===== src/hw/rtl/adnp_pkg.sv =====
// Package for the ASCII decimal number parser.
// Holds character codes, phase and status codes, the result word type and
// the fraction weight table. No dependencies.
package adnp_pkg;

  // Default width of the integer accumulator
  localparam int INT_BITS_DEF = 32;
  // Fraction bits in the reported fraction (accumulator is Q0.40)
  localparam int FRAC_BITS = 32;
  localparam int ACC_FRAC_BITS = 40;
  localparam int WEIGHT_BITS = 37;
  // Fraction digits after which the weight has decayed to zero
  localparam int WEIGHT_STEPS = 12;
  localparam int WCNT_BITS = 4;

  // Character codes
  localparam logic [7:0] CH_ZERO    = 8'h30;
  localparam logic [7:0] CH_NINE    = 8'h39;
  localparam logic [7:0] CH_COMMA   = 8'h2C;
  localparam logic [7:0] CH_DOT     = 8'h2E;
  localparam logic [7:0] CH_SPACE   = 8'h20;
  localparam logic [7:0] CH_NEWLINE = 8'h0A;

  typedef enum logic [1:0] {
    PH_SKIP = 2'd0,
    PH_INT  = 2'd1,
    PH_FRAC = 2'd2
  } phase_t;

  typedef enum logic [1:0] {
    ST_OK       = 2'd0,
    ST_BAD_CHAR = 2'd1,
    ST_SATURATE = 2'd2
  } status_t;

  // One result word
  typedef struct packed {
    logic [31:0] int_value;
    logic [31:0] frac_value;
    status_t     status;
    logic [7:0]  bad_char;
  } result_t;

  // Weight of the next fraction digit in Q0.40: one tenth, divided by ten
  // (truncating) after each digit.
  function automatic logic [WEIGHT_BITS-1:0] digit_weight(input logic [WCNT_BITS-1:0] cnt);
    logic [WEIGHT_BITS-1:0] w;
    unique case (cnt)
      4'd0:    w = 37'd109951162778;
      4'd1:    w = 37'd10995116277;
      4'd2:    w = 37'd1099511627;
      4'd3:    w = 37'd109951162;
      4'd4:    w = 37'd10995116;
      4'd5:    w = 37'd1099511;
      4'd6:    w = 37'd109951;
      4'd7:    w = 37'd10995;
      4'd8:    w = 37'd1099;
      4'd9:    w = 37'd109;
      4'd10:   w = 37'd10;
      4'd11:   w = 37'd1;
      default: w = '0;
    endcase
    return w;
  endfunction

endpackage


===== src/hw/rtl/adnp_in_reg.sv =====
// Input register of the ASCII decimal number parser.
// Holds one accepted byte until the parser core takes it.
module adnp_in_reg (
  input  logic       clk,
  input  logic       rst,
  input  logic       in_valid,
  output logic       in_stall,
  input  logic [7:0] byte_in,
  input  logic       take,
  output logic       q_valid,
  output logic [7:0] q_byte
);

  logic q_valid_next;
  logic load;

  // Stall only while a held byte cannot move on
  assign in_stall = q_valid && !take;
  assign load     = in_valid && !in_stall;

  always_comb begin
    if (load) begin
      q_valid_next = 1'b1;
    end else if (take) begin
      q_valid_next = 1'b0;
    end else begin
      q_valid_next = q_valid;
    end
  end

  always_ff @(posedge clk) begin
    if (rst) begin
      q_valid <= 1'b0;
    end else begin
      q_valid <= q_valid_next;
    end
  end

  // Payload, no reset
  always_ff @(posedge clk) begin
    if (load) begin
      q_byte <= byte_in;
    end
  end

endmodule


===== src/hw/rtl/adnp_core.sv =====
// Parser core: phase state machine, integer and fraction accumulators.
// Consumes one byte per cycle from the input register, except while a result waits for room. Uses adnp_pkg.
module adnp_core #(
  parameter int INT_BITS = adnp_pkg::INT_BITS_DEF
) (
  input  logic              clk,
  input  logic              rst,
  input  logic              item_valid,
  input  logic [7:0]        item_byte,
  input  logic              res_free,
  output logic              item_take,
  output logic              res_load,
  output adnp_pkg::result_t res
);

  localparam int ACC_W = adnp_pkg::ACC_FRAC_BITS;
  localparam int WB    = adnp_pkg::WEIGHT_BITS;
  localparam int CB    = adnp_pkg::WCNT_BITS;

  adnp_pkg::phase_t phase, phase_next;
  logic [INT_BITS-1:0] int_acc, int_acc_next;
  logic                int_sat, int_sat_next;
  logic [ACC_W-1:0]    frac_acc, frac_acc_next;
  logic [CB-1:0]       wcnt, wcnt_next;

  // Character classes
  logic       is_space, is_sep, is_digit;
  logic [3:0] digit;

  assign is_space = (item_byte == adnp_pkg::CH_SPACE) || (item_byte == adnp_pkg::CH_NEWLINE);
  assign is_sep   = (item_byte == adnp_pkg::CH_COMMA) || (item_byte == adnp_pkg::CH_DOT);
  assign is_digit = (item_byte >= adnp_pkg::CH_ZERO) && (item_byte <= adnp_pkg::CH_NINE);
  assign digit    = item_byte[3:0];

  // Decoded actions for the current byte
  logic emit, emit_err, do_int, do_frac;

  // Next phase
  always_comb begin
    phase_next = phase;
    unique case (phase)
      adnp_pkg::PH_INT: begin
        if (is_space || !(is_sep || is_digit)) phase_next = adnp_pkg::PH_SKIP;
        else if (is_sep)                      phase_next = adnp_pkg::PH_FRAC;
        else                                  phase_next = adnp_pkg::PH_INT;
      end
      adnp_pkg::PH_FRAC: begin
        if (is_digit) phase_next = adnp_pkg::PH_FRAC;
        else          phase_next = adnp_pkg::PH_SKIP;
      end
      default: begin
        if (is_sep)        phase_next = adnp_pkg::PH_FRAC;
        else if (is_digit) phase_next = adnp_pkg::PH_INT;
        else               phase_next = adnp_pkg::PH_SKIP;
      end
    endcase
  end

  // Actions
  always_comb begin
    emit     = 1'b0;
    emit_err = 1'b0;
    do_int   = 1'b0;
    do_frac  = 1'b0;
    unique case (phase)
      adnp_pkg::PH_INT: begin
        emit     = !is_digit && !is_sep;
        emit_err = emit && !is_space;
        do_int   = is_digit;
      end
      adnp_pkg::PH_FRAC: begin
        emit     = !is_digit;
        emit_err = emit && !is_space;
        do_frac  = is_digit;
      end
      default: begin
        emit     = !is_space && !is_sep && !is_digit;
        emit_err = emit;
        do_int   = is_digit;
      end
    endcase
  end

  // Handshake with input and output registers
  assign item_take = item_valid && (!emit || res_free);
  assign res_load  = item_take && emit;

  // Integer digit: acc*10 + d, saturating
  logic [INT_BITS+3:0] int_prod;
  logic                int_ovf;

  assign int_prod = {1'b0, int_acc, 3'b000} + {3'b000, int_acc, 1'b0}
                  + {{INT_BITS{1'b0}}, digit};
  assign int_ovf  = |int_prod[INT_BITS+3:INT_BITS];

  // Fraction digit: frac_acc + d * weight, saturating at 40 bits
  logic [WB-1:0]    weight;
  logic [WB+3:0]    frac_prod;
  logic [ACC_W+1:0] frac_sum;

  assign weight    = adnp_pkg::digit_weight(wcnt);
  // Full-width product; 9 * weight needs more bits than the weight itself
  assign frac_prod = {{WB{1'b0}}, digit} * {4'b0000, weight};
  assign frac_sum  = {2'b00, frac_acc} + (ACC_W+2)'(frac_prod);

  // Accumulator next values
  always_comb begin
    int_acc_next  = int_acc;
    int_sat_next  = int_sat;
    frac_acc_next = frac_acc;
    wcnt_next     = wcnt;
    if (emit) begin
      int_acc_next  = '0;
      int_sat_next  = 1'b0;
      frac_acc_next = '0;
      wcnt_next     = '0;
    end else if (do_int) begin
      if (int_sat || int_ovf) begin
        int_acc_next = '1;
        int_sat_next = 1'b1;
      end else begin
        int_acc_next = int_prod[INT_BITS-1:0];
      end
    end else if (do_frac) begin
      frac_acc_next = (|frac_sum[ACC_W+1:ACC_W]) ? '1 : frac_sum[ACC_W-1:0];
      if (wcnt != CB'(adnp_pkg::WEIGHT_STEPS)) wcnt_next = wcnt + 1'b1;
    end
  end

  always_ff @(posedge clk) begin
    if (rst) begin
      phase    <= adnp_pkg::PH_SKIP;
      int_acc  <= '0;
      int_sat  <= 1'b0;
      frac_acc <= '0;
      wcnt     <= '0;
    end else if (item_take) begin
      phase    <= phase_next;
      int_acc  <= int_acc_next;
      int_sat  <= int_sat_next;
      frac_acc <= frac_acc_next;
      wcnt     <= wcnt_next;
    end
  end

  // Rescale the Q0.40 accumulator to the reported fraction width
  logic [31:0] frac_out;
  generate
    if (adnp_pkg::FRAC_BITS <= ACC_W) begin : g_frac_shr
      assign frac_out = 32'(frac_acc >> (ACC_W - adnp_pkg::FRAC_BITS));
    end else begin : g_frac_shl
      assign frac_out = 32'(frac_acc << (adnp_pkg::FRAC_BITS - ACC_W));
    end
  endgenerate

  // Result word
  always_comb begin
    if (emit_err) begin
      res.int_value  = '0;
      res.frac_value = '0;
      res.status     = adnp_pkg::ST_BAD_CHAR;
      res.bad_char   = item_byte;
    end else begin
      res.int_value  = 32'(int_acc);
      res.frac_value = frac_out;
      res.status     = int_sat ? adnp_pkg::ST_SATURATE : adnp_pkg::ST_OK;
      res.bad_char   = '0;
    end
  end

endmodule


===== src/hw/rtl/adnp_out_reg.sv =====
// Output register of the ASCII decimal number parser.
// Holds one result word until the receiver takes it. Uses adnp_pkg.
module adnp_out_reg (
  input  logic              clk,
  input  logic              rst,
  input  logic              load,
  input  adnp_pkg::result_t res_in,
  output logic              res_free,
  output logic              out_valid,
  input  logic              out_stall,
  output adnp_pkg::result_t res_q
);

  logic out_valid_next;

  // Room for a new word when empty or draining this cycle
  assign res_free = !out_valid || !out_stall;

  always_comb begin
    if (load) begin
      out_valid_next = 1'b1;
    end else if (out_valid && !out_stall) begin
      out_valid_next = 1'b0;
    end else begin
      out_valid_next = out_valid;
    end
  end

  always_ff @(posedge clk) begin
    if (rst) begin
      out_valid <= 1'b0;
    end else begin
      out_valid <= out_valid_next;
    end
  end

  // Payload, no reset
  always_ff @(posedge clk) begin
    if (load) begin
      res_q <= res_in;
    end
  end

endmodule


===== src/hw/rtl/ascii_decimal_number_parser.sv =====
// Top level of the ASCII decimal number parser.
// Instantiates adnp_in_reg, adnp_core and adnp_out_reg; uses adnp_pkg.
//
//   channel  dir  handshake            payload
//   in       in   in_valid/in_stall    byte_in[7:0]
//   out      out  out_valid/out_stall  int_value[31:0] frac_value[31:0]
//                                      status[1:0] bad_char[7:0]
//
// One byte per cycle sustained, except while a result-producing byte waits
// for the result register; the byte that ends a number is held in the input
// register, then its result word is loaded into the result register and is valid.
// Bytes that produce no result keep flowing while a result waits stalled;
// a result-producing byte waits in the input register until the result
// register frees up. Reset is synchronous and clears all parse state.
module ascii_decimal_number_parser #(
  parameter int INT_BITS = adnp_pkg::INT_BITS_DEF
) (
  input  logic        clk,
  input  logic        rst,
  input  logic        in_valid,
  output logic        in_stall,
  input  logic [7:0]  byte_in,
  output logic        out_valid,
  input  logic        out_stall,
  output logic [31:0] int_value,
  output logic [31:0] frac_value,
  output logic [1:0]  status,
  output logic [7:0]  bad_char
);

  logic              q_valid;
  logic [7:0]        q_byte;
  logic              take;
  logic              res_load;
  logic              res_free;
  adnp_pkg::result_t res_word;
  adnp_pkg::result_t res_q;

  adnp_in_reg u_in_reg (
    .clk      (clk),
    .rst      (rst),
    .in_valid (in_valid),
    .in_stall (in_stall),
    .byte_in  (byte_in),
    .take     (take),
    .q_valid  (q_valid),
    .q_byte   (q_byte)
  );

  adnp_core #(
    .INT_BITS (INT_BITS)
  ) u_core (
    .clk        (clk),
    .rst        (rst),
    .item_valid (q_valid),
    .item_byte  (q_byte),
    .res_free   (res_free),
    .item_take  (take),
    .res_load   (res_load),
    .res        (res_word)
  );

  adnp_out_reg u_out_reg (
    .clk       (clk),
    .rst       (rst),
    .load      (res_load),
    .res_in    (res_word),
    .res_free  (res_free),
    .out_valid (out_valid),
    .out_stall (out_stall),
    .res_q     (res_q)
  );

  assign int_value  = res_q.int_value;
  assign frac_value = res_q.frac_value;
  assign status     = res_q.status;
  assign bad_char   = res_q.bad_char;

  // Error words carry no number
  a_err_zero: assert property (@(posedge clk) disable iff (rst)
    out_valid && (status == adnp_pkg::ST_BAD_CHAR) |-> (int_value == '0) && (frac_value == '0))
    else $error("error word with nonzero number");

  // Only error words carry a character
  a_char_zero: assert property (@(posedge clk) disable iff (rst)
    out_valid && (status != adnp_pkg::ST_BAD_CHAR) |-> (bad_char == '0))
    else $error("bad_char set on a good word");

  // Input stalls only while a byte is held and blocked by a full output
  a_stall_cause: assert property (@(posedge clk) disable iff (rst)
    in_stall |-> q_valid && out_valid && out_stall)
    else $error("input stalled without a blocked result");

  // A new result is loaded only when the output register has room
  a_no_overwrite: assert property (@(posedge clk) disable iff (rst)
    res_load |-> res_free)
    else $error("result register overwritten");

endmodule

===== config.mk =====
export PLATFORM = sky130hd
export DESIGN_NAME = ascii_decimal_number_parser
export DESIGN_NICKNAME = d
export VERILOG_FILES = /design/src/hw/rtl/adnp_pkg.sv /design/src/hw/rtl/adnp_in_reg.sv /design/src/hw/rtl/adnp_core.sv /design/src/hw/rtl/adnp_out_reg.sv /design/src/hw/rtl/ascii_decimal_number_parser.sv
export SDC_FILE = /design/constraint.sdc
export NUM_CORES = 1
export LEC_CHECK = 0
export BUFFER_PORTS_ARGS = -buffer_cell sky130_fd_sc_hd__buf_2
export CORE_UTILIZATION = 30
export DETAILED_ROUTE_END_ITERATION = 12
export SKIP_LAST_GASP = 1
export SLEW_MARGIN = 30
export SYNTH_ARGS = -nofsm -noshare
export SYNTH_HDL_FRONTEND = slang
export SYNTH_SLANG_ARGS = --single-unit

===== constraint.sdc =====
create_clock -name clk -period 6.9 [get_ports clk]
set_input_delay 1.035 -clock clk [delete_from_list [all_inputs] [get_ports clk]]
set_output_delay 1.035 -clock clk [all_outputs]
set_load 0.01 [all_outputs]

==> impl_metrics.json, run 1 <==
{
  "drt-pass1-iter-count": 5,
  "multi_input_comb_area_um2": 9470,
  "arrival_ns": 5.93,
  "netlist-cell-type-count": 77,
  "cts.htree.levels": 4,
  "timing.fmax_mhz": 179,
  "synth_xor_area_frac": 0.0333,
  "async_reset_ff_frac": 0,
  "timing_worst_slew_pin_value_ns": 0.897,
  "route.vias.total": 11600,
  "clock-sinks": 191,
  "layout-area-overhead-vs-synth_pct": 11.1,
  "n_antenna_cell": 0,
  "irDropWorstVdd_v": 0.000139,
  "cts-resized-gates": 0,
  "postLayoutCoreUtil": 0.338,
  "die_area_um2": 51700,
  "cts_root_buffer": "clkbuf_16",
  "netSwitchingFraction": 0.290,
  "cp.buffers_inverters": 4,
  "cts_tree": "built",
  "post_dp_cell_area_um2": 16300,
  "critical-path-slowest-cell": "edfxtp_1",
  "synth_compound_gate_area_share": 0.192,
  "design.portCount": 88,
  "die_x_um": 227,
  "muxShareOfSynthArea": 0.00591,
  "grt_first_pass_wirelength_um": 59200,
  "drv_slew": 0,
  "synth_seq_cells": 191,
  "hold_violations": 0,
  "p_per_area_nw_per_um2": 167,
  "grt_usage": 0.145,
  "hold_ws_ns": 0.466,
  "first_global_vias": 11500,
  "post_route_drc": 0,
  "max_stage_delay_ns": 0.58,
  "globalRouteOverflowTotal": 0,
  "cp.depth": 18,
  "cts-root-to-sink-buffers": 2,
  "drt.antenna.violating_nets": 0,
  "antenna_violations_before_repair": 0,
  "synth_top_family_by_area": "adder cells",
  "p_leak_nw": 7.56,
  "layout_worst_path_cycle_share": 0.810,
  "hold_path_depth": 0,
  "synth_cells": 1663,
  "setup_tns_ns": 0,
  "wirelength_um": 35700,
  "final.fill_count": 5173,
  "die_h_um": 227,
  "cp.required_ns": 7.24,
  "avg_inst_size_synth_um2": 9.17,
  "core_area_um2": 50200,
  "startpoint_type": "flop",
  "mappedNetlistNets": 1908,
  "worst-path-max-fanout": 40,
  "setup-violations-final": 0,
  "drt_iter0_drc": 636,
  "rows": 82,
  "result_of_the_run": "completed",
  "synth-edff-count": 82,
  "path_type_of_the_worst_setup_path": "reg2reg",
  "clock_power_share": 0.376,
  "cell_internal_pwr_w": 0.00200,
  "post_synth_adder_cell_area": 0.241,
  "synth_ff_type": "dfxtp_1",
  "clock_latency_ns": 0.49,
  "crit_path_frequent_cell": "fa_1",
  "rsz_0062_raised_after_global_routing": "no",
  "nets": 1949,
  "synth_sequential_area_ratio": 0.305,
  "p_seq_frac": 0.430,
  "post_route_cells_drive_above_1_share": 0.0914,
  "clk_transition_reported_paths_ns": 0.07,
  "hp-class": "reg2reg",
  "avgRoutedWirePerCell_um": 14.9,
  "final_period_minus_worst_setup_slack_ns": 5.59,
  "critical_path.top_delay_family": "adder cells",
  "regArea_um2": 4640,
  "via_per_inst": 4.84,
  "place.port_buffers": 87,
  "cts_hold_buf": 0,
  "synth-simple-area-share": 0.147,
  "max_cap_violations": 0,
  "postCtsSetupRepairBufs": 0,
  "cts_buffers": 17,
  "p_comb_frac": 0.195,
  "slew-limit-headroom": 0.394,
  "layout.cell_area.non_filler_um2": 16900,
  "yosysWarnings": 0,
  "p_switching_w": 0.000817,
  "clock-skew-final_ns": 0.0148,
  "gp_congestion": 0.916,
  "r2r.worst_path.cells": 18,
  "worst_setup_path_end_kind": "flop",
  "initial_util": 0.304,
  "detailedPlacementHpwl_um": 27000,
  "path_cells": "buf_8, and2_1, fa_1, fa_1, inv_1, fa_1, inv_1, ha_1, nand3_1, nor2_1, nand3_1, a211oi_1, o211ai_1, a41o_1, mux2i_1, a41oi_2, buf_4, a211oi_1",
  "grt_max_degree": 77,
  "post_synth_instance_area_um2": 15200
}
-- registers in the layout (all words and copies together) (netlist names) --
| signal | flops |
|---|---|
| u_core.phase | 2 |
| u_core.int_sat | 1 |
| u_core.wcnt | 4 |
| u_in_reg.q_byte | 8 |
| u_out_reg.res_q | 74 |
| u_out_reg.out_valid | 1 |
| u_in_reg.q_valid | 1 |
| u_core.int_acc | 32 |
| u_core.weight | 28 |
| u_core.frac_acc | 40 |
-- final cells by class --
| cell class | instances | area share |
|---|---|---|
| multi-input combinational | 1179 | 0.559 |
| timing repair buffer | 102 | 0.0332 |
| inverter | 213 | 0.0475 |
| tap | 672 | 0.0496 |
| clock buffer | 20 | 0.0270 |
| clock inverter | 12 | 0.00916 |
| sequential | 191 | 0.274 |
-- power by group through the flow --
stage	logic (W)	clock network, W	registers (W)
global placement	0.000537	0	0.00124
detailed placement	0.000543	0	0.00124
finish	0.000550	0.00106	0.00121
global route	0.000625	0.00114	0.00121
floorplan	0.000416	0	0.00124
CTS	0.000546	0.00110	0.00122
-- Yosys cell counts, types with 32 or more instances --
library cell / count / area [um2]
fa_1: 102 / 2040
inv_1: 213 / 800
nand2_1: 71 / 267
dfxtp_1: 109 / 2180
nor2_1: 90 / 338
ha_1: 131 / 1640
and2_1: 158 / 988
a21oi_1: 181 / 906
a21o_1: 51 / 383
clkbuf_1: 63 / 236
edfxtp_1: 82 / 2460
o21ai_0: 42 / 210
xnor2_1: 32 / 280
a31oi_1: 38 / 238
a211oi_1: 52 / 390
-- cell families (layout without fill, tap and decap cells) --
logic type | count (synthesis) | after routing
xor gates and xnor gates | 58 | 58
AOI/OAI and AO/OA | 456 | 456
muxes | 9 | 9
and+or+nand+nor | 423 | 423
adders and majority gates | 233 | 233
buffers and inverters | 293 | 347
DFF | 191 | 191
-- per-stage QoR --
step	power, W	worst slack, ns	instances
3_5_place_dp	0.00179	1.12	2354
2_1_floorplan	0.00166	2.00	1663
3_3_place_gp	0.00178	1.21	2353
4_1_cts	0.00286	1.07	2386
5_1_grt	0.00298	0.992	2389
6_report	0.00282	1.31	2389
-- final timing paths --
check / start / to / slack, ns
min: u_in_reg.q_byte[6] / u_out_reg.res_q[6] / 0.47
max: u_in_reg.q_byte[1] / u_core.frac_acc[1] / 1.31
min reg2reg: u_in_reg.q_byte[6] / u_out_reg.res_q[6] / 0.47
max reg2reg: u_in_reg.q_byte[1] / u_core.frac_acc[1] / 1.31
-- metal layers --
layer  up-vias  share of wire  GRT usage
li1       5783              -          -
met1      5498           0.48      0.194
met2       229           0.46      0.232
met3        41          0.046     0.0321
met4         0          0.017     0.0448
met5         -              0          0
-- cells in the final DEF (no fill, tap or decap), drive strengths merged, types with 6 or more instances in the layout --
cell type and n:
inv 217, a21oi 185, and2 159, ha 131, dfxtp 109, fa 102
buf 102, nor2 92, edfxtp 82, nand2 71, a211oi 52, a21o 51
o21ai 47, a31oi 40, xnor2 32, xor2 26, clkbuf 20, nand3 19
nor3 18, nor2b 13, o21a 11, and3 10, o21bai 9, mux2i 9
nand4 8, o211ai 8, or2 6, a2111oi 6
Power figures use the tool's default switching activity.
==> inputs of run 2 (changes only) <==
- clock period: 6.9 -> 5.51 ns (I/O delays scaled with it)
==> impl_metrics.json, run 2 (synthesis results as in run 1) <==
{
  "result_of_the_run": "completed",
  "irDropWorstVdd_v": 0.000165,
  "first_global_vias": 11600,
  "cts_hold_buf": 0,
  "worst-path-max-fanout": 40,
  "cts-root-to-sink-buffers": 2,
  "grt_max_degree": 63,
  "cts_tree": "built",
  "max_cap_violations": 0,
  "most_common_cell_after_layout_fill_and_taps_aside": "inv_1",
  "hold_path_depth": 0,
  "cts.htree.levels": 4,
  "timing.final.ws_setup_ns": 0.224,
  "rows": 82,
  "worst_setup_path_end_kind": "flop",
  "timing.fmax_mhz": 189,
  "die_area_um2": 51700,
  "nets": 1969,
  "cts_buffers": 17,
  "design.portCount": 88,
  "place.port_buffers": 87,
  "timing.rr.end": "u_core.frac_acc[1]",
  "path_type_of_the_worst_setup_path": "reg2reg",
  "cp.required_ns": 5.86,
  "layout_worst_path_cycle_share": 0.959,
  "critical_path.top_delay_family": "adder cells",
  "via_per_inst": 4.83,
  "route.vias.total": 11600,
  "p_leak_nw": 7.64,
  "critical-path-slowest-cell": "fa_1",
  "cts_root_buffer": "clkbuf_16",
  "dp_worst_setup_slack_ns": 0.129,
  "hp-start": "u_in_reg.q_byte[6]",
  "post_dp_cell_area_um2": 16400,
  "initial_util": 0.304,
  "hold_end": "u_out_reg.res_q[6]",
  "hold_violations": 0,
  "layout_top_registers": "u_out_reg.res_q x74, u_core.frac_acc x40, u_core.int_acc x32",
  "hp-class": "reg2reg",
  "avgRoutedWirePerCell_um": 15.0,
  "reg2reg_setup_slack_ns": 0.22,
  "largest_register_ffs": 74,
  "slew-limit-headroom": 0.416,
  "start_of_the_worst_register_to_register_path": "u_in_reg.q_byte[3]",
  "setup-violations-final": 0,
  "drt.antenna.violating_nets": 0,
  "timing_worst_slew_pin_value_ns": 0.875,
  "antenna_violations_before_repair": 1,
  "drv_slew": 0,
  "clock_latency_ns": 0.49,
  "core_area_um2": 50200,
  "post_route_cells_drive_above_1_share": 0.104,
  "die_h_um": 227,
  "max_stage_delay_ns": 0.54,
  "globalRouteOverflowTotal": 0,
  "wirelength_um": 36100,
  "layout.cell_area.non_filler_um2": 17100,
  "gp_congestion": 0.877,
  "post_route_drc": 0,
  "drt_iter0_drc": 542,
  "registers.top_by_ff_count": "u_out_reg.res_q",
  "layout-area-overhead-vs-synth_pct": 12.0,
  "n_antenna_cell": 0,
  "detailedPlacementHpwl_um": 27500,
  "clk_transition_reported_paths_ns": 0.07,
  "startpoint_type": "flop",
  "r2r.worst_path.cells": 18,
  "p_per_area_nw_per_um2": 204,
  "clock-sinks": 191,
  "die_x_um": 227,
  "cp.buffers_inverters": 5,
  "mostFrequentLayoutCells": "inv_1, a21oi_1, and2_1, ha_1, dfxtp_1",
  "final_period_minus_worst_setup_slack_ns": 5.29,
  "arrival_ns": 5.63,
  "grt_first_pass_wirelength_um": 59600,
  "path_cells": "buf_4, and2_1, fa_1, fa_1, inv_1, fa_1, inv_1, ha_1, a21o_1, a221o_1, a211oi_1, a211oi_1, buf_4, o21ai_1, nand4b_1, a41oi_2, buf_12, a211oi_1",
  "grt_usage": 0.147,
  "postLayoutCoreUtil": 0.340,
  "clock-skew-final_ns": 0.0166,
  "drt-pass1-iter-count": 5
}
==> run 2: cell count changes in the layout (fill, tap and decap cells not counted), sizes merged <==
cell      delta
bufinv       -2
clkinvlp     +2
inv          +1
clkbuf       -1
buf         +20
==> run 2: cell type report <==
class,count,area [um2]
tap,672,841
timing repair buffer,122,708
clock inverter,13,124
multi-input combinational,1179,9490
fill,5198,33100
sequential,191,4640
clock buffer,19,464
inverter,213,802
==> run 2: power breakdown <==
part / leakage [nW] / internal, W / switching, W
logic: 5.70 / 0.000278 / 0.000428
registers: 1.66 / 0.00150 / 0.0000133
clock network: 0.283 / 0.000667 / 0.000593
==> run 2: worst reg2reg max path, stage by stage (launching register included) <==
cell	delay, ns
edfxtp_1	0.50
buf_4	0.23
and2_1	0.17
fa_1	0.50
fa_1	0.54
inv_1	0.05
fa_1	0.49
inv_1	0.04
ha_1	0.38
a21o_1	0.22
a221o_1	0.37
a211oi_1	0.30
a211oi_1	0.12
buf_4	0.17
o21ai_1	0.14
nand4b_1	0.25
a41oi_2	0.31
buf_12	0.23
a211oi_1	0.14
==> run 2: metal layers <==
metal  wire, um  share of wire  GRT usage
met1      17500           0.48      0.195
met2      16400           0.45      0.234
met3       1390          0.038     0.0259
met4        842          0.023     0.0628
met5          0              0          0
==> run 2: worst max path at each step <==
stage | start | to | depth (start not counted)
4_1_cts | u_in_reg.q_byte[2] | u_core.frac_acc[1] | 18
3_5_place_dp | u_in_reg.q_byte[2] | u_core.frac_acc[0] | 18
6_report | u_in_reg.q_byte[3] | u_core.frac_acc[1] | 18
3_3_place_gp | u_in_reg.q_byte[2] | u_core.frac_acc[0] | 18
2_1_floorplan | u_in_reg.q_byte[3] | u_core.frac_acc[39] | 20
5_1_grt | u_in_reg.q_byte[3] | u_core.frac_acc[37] | 18
==> run 2: what timing repair did <==
item	in CTS	in global routing
hold endpoints to repair	0	0
buffers inserted	0	13
resized for setup	0	3
setup endpoints to repair	0	40
==> run 2: stage by stage <==
step / TNS, ns / total power [W] / instances / hold slack [ns]
2_1_floorplan: 0 / 0.00208 / 1663 / 0.495
3_3_place_gp: 0 / 0.00224 / 2364 / 0.453
3_5_place_dp: 0 / 0.00224 / 2364 / 0.461
4_1_cts: 0 / 0.00353 / 2396 / 0.454
5_1_grt: -0.0183 / 0.00368 / 2409 / 0.485
6_report: 0 / 0.00348 / 2409 / 0.471
==> inputs of run 3 (changes only) <==
- CAP_MARGIN: unset -> 10
- MAX_ROUTING_LAYER: unset -> met4
==> impl_metrics.json, run 3 (synthesis results as in run 1) <==
{
  "die_h_um": 227,
  "regArea_um2": 4640,
  "cp.buffers_inverters": 5,
  "clock-skew-final_ns": 0.0178,
  "post_route_drc": 0,
  "drv_slew": 0,
  "clock_latency_ns": 0.47,
  "n_antenna_cell": 0,
  "result_of_the_run": "completed",
  "cts_hold_buf": 0,
  "cts_root_buffer": "clkbuf_16",
  "drt.antenna.violating_nets": 0,
  "initial_util": 0.304,
  "layout.cell_area.non_filler_um2": 17000,
  "rows": 82,
  "final.fill_count": 5188,
  "worst_setup_path_end_kind": "flop",
  "hold_violations": 0,
  "post_route_cells_drive_above_1_share": 0.101,
  "irDropWorstVdd_v": 0.000155,
  "p_per_area_nw_per_um2": 203,
  "cp.depth": 18,
  "start_of_the_worst_register_to_register_path": "u_in_reg.q_byte[1]",
  "worst-path-max-fanout": 32,
  "dp_worst_setup_slack_ns": 0.00735,
  "route.vias.total": 11700,
  "clock-sinks": 191,
  "path_cells": "clkbuf_2, and2_1, fa_1, fa_1, inv_1, fa_1, inv_1, ha_1, a21o_1, a221o_1, a211oi_1, a211oi_1, buf_4, o21ai_1, nand4b_1, a41oi_2, buf_8, a211oi_1",
  "max_cap_violations": 0,
  "globalRouteOverflowTotal": 0,
  "placedCellCount": 2365,
  "most_common_cell_after_layout_fill_and_taps_aside": "inv_1",
  "report.power.total_w": 0.00346,
  "setup_tns_ns": 0,
  "post_dp_cell_area_um2": 16400,
  "timing.final.ws_setup_ns": 0.205,
  "nets": 1965,
  "drt_iter0_drc": 595,
  "cp.required_ns": 5.83,
  "avgRoutedWirePerCell_um": 15.2,
  "clk_transition_reported_paths_ns": 0.07,
  "layout_top_registers": "u_out_reg.res_q x74, u_core.frac_acc x40, u_core.int_acc x32",
  "first_global_vias": 11700,
  "p_leak_nw": 7.62,
  "finalNonFillerCells": 2405,
  "core_area_um2": 50200,
  "antenna_violations_before_repair": 0,
  "critical-path-slowest-cell": "fa_1",
  "grt_max_degree": 63,
  "setup-violations-final": 0,
  "largest_register_ffs": 74,
  "critical_path.top_delay_family": "adder cells",
  "via_per_inst": 4.87,
  "detailedPlacementHpwl_um": 27900,
  "cts.htree.levels": 4,
  "grt_first_pass_wirelength_um": 59700,
  "timing_worst_slew_pin_value_ns": 0.880,
  "reg2reg_setup_slack_ns": 0.20,
  "grt_usage": 0.149,
  "registers.top_by_ff_count": "u_out_reg.res_q",
  "mostFrequentLayoutCells": "inv_1, a21oi_1, and2_1, ha_1, dfxtp_1",
  "timing.critical_path.to": "u_core.frac_acc[3]",
  "multi_input_comb_area_um2": 9480,
  "die_x_um": 227,
  "design.portCount": 88,
  "layout_worst_path_cycle_share": 0.963,
  "r2r.worst_path.cells": 18,
  "cts_tree": "built",
  "path_type_of_the_worst_setup_path": "reg2reg",
  "timing.critical_path.from": "u_in_reg.q_byte[1]",
  "final_period_minus_worst_setup_slack_ns": 5.31,
  "slew-limit-headroom": 0.406,
  "timing.rr.end": "u_core.frac_acc[3]",
  "layout-area-overhead-vs-synth_pct": 11.8,
  "max_stage_delay_ns": 0.55,
  "cts_buffers": 17,
  "wirelength_um": 36600,
  "timing.fmax_mhz": 189,
  "die_area_um2": 51700,
  "place.port_buffers": 87,
  "drt-pass1-iter-count": 5,
  "cts-root-to-sink-buffers": 2,
  "hp-class": "reg2reg",
  "gp_congestion": 0.913,
  "startpoint_type": "flop",
  "arrival_ns": 5.62
}
[run 3: cell types whose count changed in the layout (fill, tap and decap cells not counted), moves of 2 or more]
cell	delta
inv_4	+2
buf_4	-5
clkinv_4	+2
inv_6	-2
inv_8	-2
[run 3: final cells by class]
cell class | instances | area share
clock buffers | 22 | 0.0297
clock inverters | 10 | 0.00426
inverters | 213 | 0.0471
multi-input cells | 1179 | 0.557
flip-flops and latches | 191 | 0.273
well taps | 672 | 0.0494
repair buffers | 118 | 0.0402
[run 3: metrics by stage]
stage	hold slack, ns	utilization
2_1_floorplan	0.495	-
3_3_place_gp	0.450	0.326
3_5_place_dp	0.460	0.326
4_1_cts	0.475	0.338
5_1_grt	0.484	0.340
6_report	0.468	0.340
[run 3: repair_timing]
item	4_1_cts	5_1_grt
gates resized for setup	0	4
setup endpoints to repair	3	40
buffers inserted	1	7
pin swaps	0	0
[run 3: worst register-to-register path, delay by kind of cell, from the launching register on]
kind,cells,cell delay (ns)
AO/OA/AOI/OAI,7,1.63
adder cells (fa/ha/maj),4,1.88
buffers and inverters,5,0.71
flip-flops,1,0.50
AND/OR/NAND/NOR,2,0.44
[run 3: routing by layer]
layer	global-route usage	vias to the layer above	wire, um
met5	-	-	0
met4	0.0524	0	792
met3	0.0253	50	1450
met2	0.237	227	16700
met1	0.191	5623	17700
li1	-	5824	-
[run 3: worst min-delay path by stage]
| stage | depth (start not counted) | to | slack [ns] | from |
|---|---|---|---|---|
| 2_1_floorplan | 2 | u_core.frac_acc[39] | 0.49 | u_core.frac_acc[39] |
| 3_3_place_gp | 0 | u_out_reg.res_q[6] | 0.45 | u_in_reg.q_byte[6] |
| 3_5_place_dp | 0 | u_out_reg.res_q[7] | 0.46 | u_in_reg.q_byte[7] |
| 4_1_cts | 0 | u_out_reg.res_q[7] | 0.47 | u_in_reg.q_byte[7] |
| 5_1_grt | 0 | u_out_reg.res_q[7] | 0.48 | u_in_reg.q_byte[7] |
| 6_report | 0 | u_out_reg.res_q[7] | 0.47 | u_in_reg.q_byte[7] |
[run 3: where the power goes]
group / internal, W / total, W / switching [W]
Sequential: 0.00150 / 0.00151 / 0.0000123
Combinational: 0.000277 / 0.000711 / 0.000434
Clock: 0.000658 / 0.00124 / 0.000581
Total: 0.00244 / 0.00346 / 0.00103
